<file path="config.mk">
export PLATFORM = sky130hd
export DESIGN_NAME = gdpc_ctrl
export DESIGN_NICKNAME = d
export VERILOG_FILES = /design/src/rtl/core/gdpc_pkg.sv /design/src/rtl/core/gdpc_ctrl.sv
export SDC_FILE = /design/constraint.sdc
export NUM_CORES = 1
export LEC_CHECK = 0
export ABC_AREA = 0
export BUFFER_PORTS_ARGS = -buffer_cell sky130_fd_sc_hd__buf_2
export CORE_AREA = 2 2 48 50
export CTS_CLUSTER_DIAMETER = 80
export DETAILED_ROUTE_END_ITERATION = 6
export DIE_AREA = 0 0 50 52
export PLACE_DENSITY = 0.72
export SETUP_SLACK_MARGIN = 0.4
export SLEW_MARGIN = 0
export SYNTH_ARGS = -nofsm -noshare
export SYNTH_HDL_FRONTEND = slang
export SYNTH_SLANG_ARGS = --single-unit
export TNS_END_PERCENT = 10
</file>
<file path="constraint.sdc">
create_clock -name clk -period 1.85 [get_ports clk]
set_input_delay 0.185 -clock clk [delete_from_list [all_inputs] [get_ports clk]]
set_output_delay 0.185 -clock clk [all_outputs]
set_load 0.1 [all_outputs]
</file>
<file path="src/rtl/core/gdpc_pkg.sv">
// shared constants, command and status types for the pose controller
package gdpc_pkg;

    localparam int ITERATIONS_DEF = 100;
    localparam int WORD_BITS_DEF  = 32;

    localparam int VEL_W   = 18;
    localparam int OMEGA_W = 17;
    localparam int STEP_W  = 17;
    localparam int CWGT_W  = 20;
    localparam int THR_W   = 20;
    localparam int CFG_W   = 20;
    localparam int CFG_AW  = 2;
    localparam int ZW      = 20;
    localparam int IN_W    = 64;
    localparam int OUT_W   = 152;

    localparam logic [CFG_AW-1:0] REG_STEP_TIME   = 2'd0;
    localparam logic [CFG_AW-1:0] REG_CTRL_WEIGHT = 2'd1;
    localparam logic [CFG_AW-1:0] REG_REACH_THR   = 2'd2;

    localparam logic [STEP_W-1:0] STEP_RST = 17'd3277;
    localparam logic [CWGT_W-1:0] CWGT_RST = 20'd6554;
    localparam logic [THR_W-1:0]  THR_RST  = 20'd19661;

    localparam logic OPC_SET  = 1'b0;
    localparam logic OPC_TICK = 1'b1;

    localparam logic signed [VEL_W-1:0] CTRL_INIT  = 18'sd3277;
    localparam logic signed [VEL_W-1:0] CTRL_DELTA = 18'sd655;
    localparam logic signed [VEL_W-1:0] VEL_LIM    = 18'sd65536;
    localparam logic signed [VEL_W-1:0] OMEGA_LIM  = 18'sd51472;
    localparam logic signed [ZW-1:0]    HALF_PI    = 20'sd102944;
    localparam logic [30:0]             AXIS_LIM   = 31'h7FFF_FFFF;

    // micro-operations of one cost evaluation, issued in this order
    localparam logic [3:0] OP_NONE  = 4'd0;
    localparam logic [3:0] OP_MX    = 4'd1;
    localparam logic [3:0] OP_MY    = 4'd2;
    localparam logic [3:0] OP_MH    = 4'd3;
    localparam logic [3:0] OP_SQX   = 4'd4;
    localparam logic [3:0] OP_SQY   = 4'd5;
    localparam logic [3:0] OP_SQW   = 4'd6;
    localparam logic [3:0] OP_DX2   = 4'd7;
    localparam logic [3:0] OP_DY2   = 4'd8;
    localparam logic [3:0] OP_WGT   = 4'd9;
    localparam logic [3:0] OP_START = 4'd10;

    localparam logic [1:0] PERT_NONE = 2'd0;
    localparam logic [1:0] PERT_VX   = 2'd1;
    localparam logic [1:0] PERT_VY   = 2'd2;
    localparam logic [1:0] PERT_W    = 2'd3;

    typedef struct packed {
        logic [3:0] op;
        logic [1:0] sel;
        logic       load_target;
        logic       init_ctrl;
        logic       eval_cost;
        logic       grad;
        logic       commit_ctrl;
        logic       commit_pose;
    } gdpc_cmd_t;

    typedef struct packed {
        logic armed;
        logic busy;
        logic out_full;
    } gdpc_sts_t;

    function automatic logic [16:0] atan_entry(input logic [3:0] i);
        logic [16:0] v;
        case (i)
            4'd0:    v = 17'd51472;
            4'd1:    v = 17'd30386;
            4'd2:    v = 17'd16055;
            4'd3:    v = 17'd8150;
            4'd4:    v = 17'd4091;
            4'd5:    v = 17'd2047;
            4'd6:    v = 17'd1024;
            4'd7:    v = 17'd512;
            4'd8:    v = 17'd256;
            4'd9:    v = 17'd128;
            4'd10:   v = 17'd64;
            4'd11:   v = 17'd32;
            4'd12:   v = 17'd16;
            4'd13:   v = 17'd8;
            4'd14:   v = 17'd4;
            4'd15:   v = 17'd2;
            default: v = 17'd0;
        endcase
        return v;
    endfunction

endpackage

</file>
<file path="src/rtl/core/gdpc_ctrl.sv">
// sequencer for the gradient-descent iterations and cost evaluations
module gdpc_ctrl #(
    parameter int ITERATIONS = gdpc_pkg::ITERATIONS_DEF
) (
    input  logic                clk,
    input  logic                rst_n,
    input  logic                in_valid,
    input  logic                in_opcode,
    output logic                in_ready,
    output gdpc_pkg::gdpc_cmd_t cmd,
    input  gdpc_pkg::gdpc_sts_t sts
);

    localparam int IW = (ITERATIONS > 1) ? $clog2(ITERATIONS) : 1;

    localparam logic [2:0] S_IDLE   = 3'd0;
    localparam logic [2:0] S_INIT   = 3'd1;
    localparam logic [2:0] S_OPS    = 3'd2;
    localparam logic [2:0] S_WAIT   = 3'd3;
    localparam logic [2:0] S_COST   = 3'd4;
    localparam logic [2:0] S_GRAD   = 3'd5;
    localparam logic [2:0] S_COMMIT = 3'd6;
    localparam logic [2:0] S_POSE   = 3'd7;

    logic [2:0]    state_reg, state_next;
    logic [3:0]    op_reg, op_next;
    logic [1:0]    sel_reg, sel_next;
    logic [IW-1:0] iter_reg, iter_next;
    logic          final_reg, final_next;

    always_ff @(posedge clk or negedge rst_n)
    begin
        if (!rst_n)
        begin
            state_reg <= S_IDLE;
            op_reg    <= gdpc_pkg::OP_NONE;
            sel_reg   <= gdpc_pkg::PERT_NONE;
            iter_reg  <= '0;
            final_reg <= 1'b0;
        end
        else
        begin
            state_reg <= state_next;
            op_reg    <= op_next;
            sel_reg   <= sel_next;
            iter_reg  <= iter_next;
            final_reg <= final_next;
        end
    end

    assign in_ready = (state_reg == S_IDLE);

    always_comb
    begin
        state_next = state_reg;
        op_next    = op_reg;
        sel_next   = sel_reg;
        iter_next  = iter_reg;
        final_next = final_reg;
        cmd        = '0;
        cmd.op     = gdpc_pkg::OP_NONE;
        cmd.sel    = sel_reg;
        case (state_reg)
            S_IDLE:
            begin
                if (in_valid)
                begin
                    if (in_opcode == gdpc_pkg::OPC_SET)
                        cmd.load_target = 1'b1;
                    else if (sts.armed)
                        state_next = S_INIT;
                end
            end
            S_INIT:
            begin
                cmd.init_ctrl = 1'b1;
                sel_next      = gdpc_pkg::PERT_NONE;
                iter_next     = '0;
                final_next    = 1'b0;
                op_next       = gdpc_pkg::OP_MX;
                state_next    = S_OPS;
            end
            S_OPS:
            begin
                cmd.op = op_reg;
                if (op_reg == gdpc_pkg::OP_START)
                    state_next = S_WAIT;
                else
                    op_next = op_reg + 4'd1;
            end
            S_WAIT:
            begin
                if (!sts.busy)
                    state_next = final_reg ? S_POSE : S_COST;
            end
            S_COST:
            begin
                cmd.eval_cost = 1'b1;
                if (sel_reg == gdpc_pkg::PERT_NONE)
                begin
                    sel_next   = gdpc_pkg::PERT_VX;
                    op_next    = gdpc_pkg::OP_MX;
                    state_next = S_OPS;
                end
                else
                    state_next = S_GRAD;
            end
            S_GRAD:
            begin
                cmd.grad = 1'b1;
                if (sel_reg == gdpc_pkg::PERT_W)
                    state_next = S_COMMIT;
                else
                begin
                    sel_next   = sel_reg + 2'd1;
                    op_next    = gdpc_pkg::OP_MX;
                    state_next = S_OPS;
                end
            end
            S_COMMIT:
            begin
                cmd.commit_ctrl = 1'b1;
                sel_next        = gdpc_pkg::PERT_NONE;
                op_next         = gdpc_pkg::OP_MX;
                state_next      = S_OPS;
                // last pass evaluates the final controls to advance the pose
                if (iter_reg == IW'(ITERATIONS - 1))
                    final_next = 1'b1;
                else
                    iter_next = iter_reg + IW'(1);
            end
            S_POSE:
            begin
                if (!sts.out_full)
                begin
                    cmd.commit_pose = 1'b1;
                    state_next      = S_IDLE;
                end
            end
            default:
            begin
                state_next = S_IDLE;
            end
        endcase
    end

    a_ops_units_free: assert property (@(posedge clk) disable iff (!rst_n)
        (state_reg == S_OPS) |-> !sts.busy)
        else $error("micro-operations issued while a unit is still running");

    a_iter_bound: assert property (@(posedge clk) disable iff (!rst_n)
        iter_reg <= IW'(ITERATIONS - 1))
        else $error("iteration counter past its last value");

    a_commit_after_omega: assert property (@(posedge clk) disable iff (!rst_n)
        (state_reg == S_COMMIT) |-> ($past(state_reg) == S_GRAD && sel_reg == gdpc_pkg::PERT_W))
        else $error("controls committed before all three gradients were taken");

endmodule

</file>
==> reports/qor.csv <==
metric,value,unit
status,"complete, no violations",
WL met3,76,um
Die X,50,um
final worst slack,0.0128,ns
setup violators final,0,
Die Ht,52,um
synth unique cells,41,
hpwl dp,1800,um
Psw,0.00147,W
sequential cell area,433,um^2
Worst-Skew Late Latency,0.31,ns
CP arrival,1.65,ns
IO Pins,20,
Num CTS Buffers,3,
RSZ-0062 raised after global routing,yes,
crit end category,output pin,
Post-route DRC,0,
vias per cell,5.80,
most frequent cells in the layout,"nand2_1 (12), dfrtp_1 (11), buf_12 (11)",
post-synthesis instance total,115,
power share of the sequential group,0.230,
Max Fanout on Critical Path,5,
GP Congestion,0.815,
syn_nets,127,
vias post-DR,1020,
ys async rst share,1.00,
Clk pwr share,0.078,
Achievable Freq,544,MHz
Internal,0.00131,W
"leading cell type in the layout, fill and taps excluded",nand2_1,
global-route wire length before repair,4860,um
Synth Area in Compound Gates,0.138,
"Seq/Total Area, Yosys",0.390,
area delta synth->final,51.2,%
largest family of logic cells by synthesized area,simple AND/OR/NAND/NOR gates,
final critical-path share of the clock period,0.993,
Clock Path Buffers,2,
"EDFF count, synth",0,
Final Non-Filler Cells,176,
post-synthesis adder-cell area fraction,0.0574,
Final Max Tran Viols,0,
placement row count,17,
fillers,123,
Initial Utilization,0.518,
Sw Ratio,0.528,
"Reg clk slew, reported paths",0.10,ns
all-layer global routing usage,0.256,
leak pwr,0.789,nW
TritonCTS clock tree,done,
global route total overflow,0,
WL per Instance,17.7,um
simple-gate area share of the yosys netlist,0.274,
Final #Nets,161,
initial antenna violation count,0,
placed insts,159,
share of cells above drive strength 1,0.486,
met1 wire length,1230,um
final WL,3110,um
1st-pass router iterations,4,
Hold/Removal Path Class,primary input to flop,
prevailing post-synth register cell,dfrtp_1,
vias in the first global route,1034,
Die Footprint,0.00260,mm^2
Yosys warning total,0,
H-tree Lvls,1,
Comb pwr share,0.693,
clk root buf,clkbuf_4,
area of the multi-input gates,716,um^2
post-synthesis mux area share,0.0505,
PwrDens,1690,mW/mm^2
worst-path cell chain,or3_4 > nor3b_4 > buf_12,
number of flip-flops in the largest register,7,
Final Hold Fails,0,
Port-buffer cells,19,
Clock Sinks,17,
Crit Path Class,flop to output pin,
Worst setup SP type,flop,
setup slack at placement,0.241,ns
initial DRC count,39,
Final ANT Viol Nets,0,
max_slew headroom,0.678,
"slowest stage delay, CP",0.48,ns
Netlist Area Pre-Place,0.00109,mm^2
post-synthesis xor/xnor area fraction,0.0321,
Worst EP required,1.66,ns
core footprint,0.00211,mm^2
Max-Cap Viols,0,
largest net degree at the start of global routing,18,
syn_area_per_cell,9.48,um^2
top routing layer in use,met4,
fin crit period,1.84,ns
Met2 Routed Length,1740,um
Worst-Margin Slew,0.486,ns
Worst VDD drop,0.00153,V
CP max stage cell,dfrtp_2,
diode count,0,
Yosys reg bits,17,
skew final,0.00550,ns
metrics by stage:
step	hold WS, ns	util	total power (W)	TNS [ns]	instance area, um^2
3_5_place_dp	0.130	0.666	0.00217	0	1400
5_1_grt	0.250	0.783	0.00290	-0.0135	1650
3_3_place_gp	0.127	0.666	0.00214	0	1400
4_1_cts	0.217	0.723	0.00252	0	1520
6_report	0.220	0.783	0.00278	0	1650
2_1_floorplan	-0.111	-	0.00176	-0.0850	1150
cells in the mapped netlist, types with 2 or more instances:
cell type / n / share of area
a211o_1: 2 / 0.016
and2_1: 5 / 0.029
and3_1: 4 / 0.023
buf_2: 2 / 0.0092
buf_4: 2 / 0.014
dfrtp_1: 17 / 0.39
ha_1: 5 / 0.057
inv_1: 5 / 0.017
inv_2: 2 / 0.0069
mux2i_1: 4 / 0.037
nand2_1: 16 / 0.055
nand2b_1: 3 / 0.017
nand3_1: 2 / 0.0092
nand4_1: 4 / 0.023
nor2_1: 5 / 0.017
nor3_1: 3 / 0.014
nor3b_1: 2 / 0.014
o21ai_1: 5 / 0.023
or3_1: 2 / 0.011
xor2_1: 4 / 0.032
final timing paths:
check	startpoint	to	slack, ns	cells past startpoint
worst max-delay path	state_reg[1]$_DFFE_PN0P_	cmd[5]	0.01	3
worst min-delay path	sts[1]	state_reg[0]$_DFFE_PN0P_	0.22	3
worst min register to register	sel_reg[1]$_DFFE_PN0P_	sel_reg[1]$_DFFE_PN0P_	0.54	2
max in group asynchronous	rst_n	op_reg[0]$_DFFE_PN0P_	1.23	2
worst max register to register	op_reg[0]$_DFFE_PN0P_	op_reg[3]$_DFFE_PN0P_	0.24	6
min in group asynchronous	rst_n	iter_reg[0]$_DFFE_PN0P_	0.32	2
area by class of cell:
class	count	area share
clock buffer	3	0.0137
clock inverter	1	0.00304
multi-input combinational	86	0.434
timing repair buffer	34	0.246
tap	28	0.0213
inverter	7	0.0190
sequential	17	0.263
kinds of logic after synthesis:
group	Yosys count
buffers and inverters	12
and+or+nand+nor	52
adders and majority gates	5
muxes	5
xor gates and xnor gates	4
DFF	17
AOI/OAI and AO/OA	20
what timing repair did:
item                                    in CTS  in global routing
pin swaps                                    0                 21
setup buffers                               10                  2
hold endpoints to repair                    17                  0
gates resized for setup                      4                 32
gates cloned                                 0                  0
endpoints found under the setup margin      22                 25
hold buffers                                 1                  0
layer usage:
| layer | vias to the layer above | GRT usage |
|---|---|---|
| li1 | 472 | - |
| met1 | 521 | 0.305 |
| met2 | 19 | 0.445 |
| met3 | 8 | 0.0402 |
| met4 | 0 | 0.134 |
| met5 | - | 0 |
power groups by stage:
stage / logic, W / registers [W] / clock network, W
CTS: 0.00170 / 0.000609 / 0.000216
finish: 0.00193 / 0.000639 / 0.000216
global placement: 0.00149 / 0.000644 / 0
global route: 0.00202 / 0.000650 / 0.000229
floorplan: 0.00109 / 0.000666 / 0
detailed placement: 0.00151 / 0.000658 / 0
critical path: cells and delay by family (launching register included):
kind                   cells  cell delay (ns)
flip-flops                 1             0.48
AND/OR/NAND/NOR            2             0.66
buffers and inverters      1             0.20
Note: power is estimated with default switching activity, not from simulation.
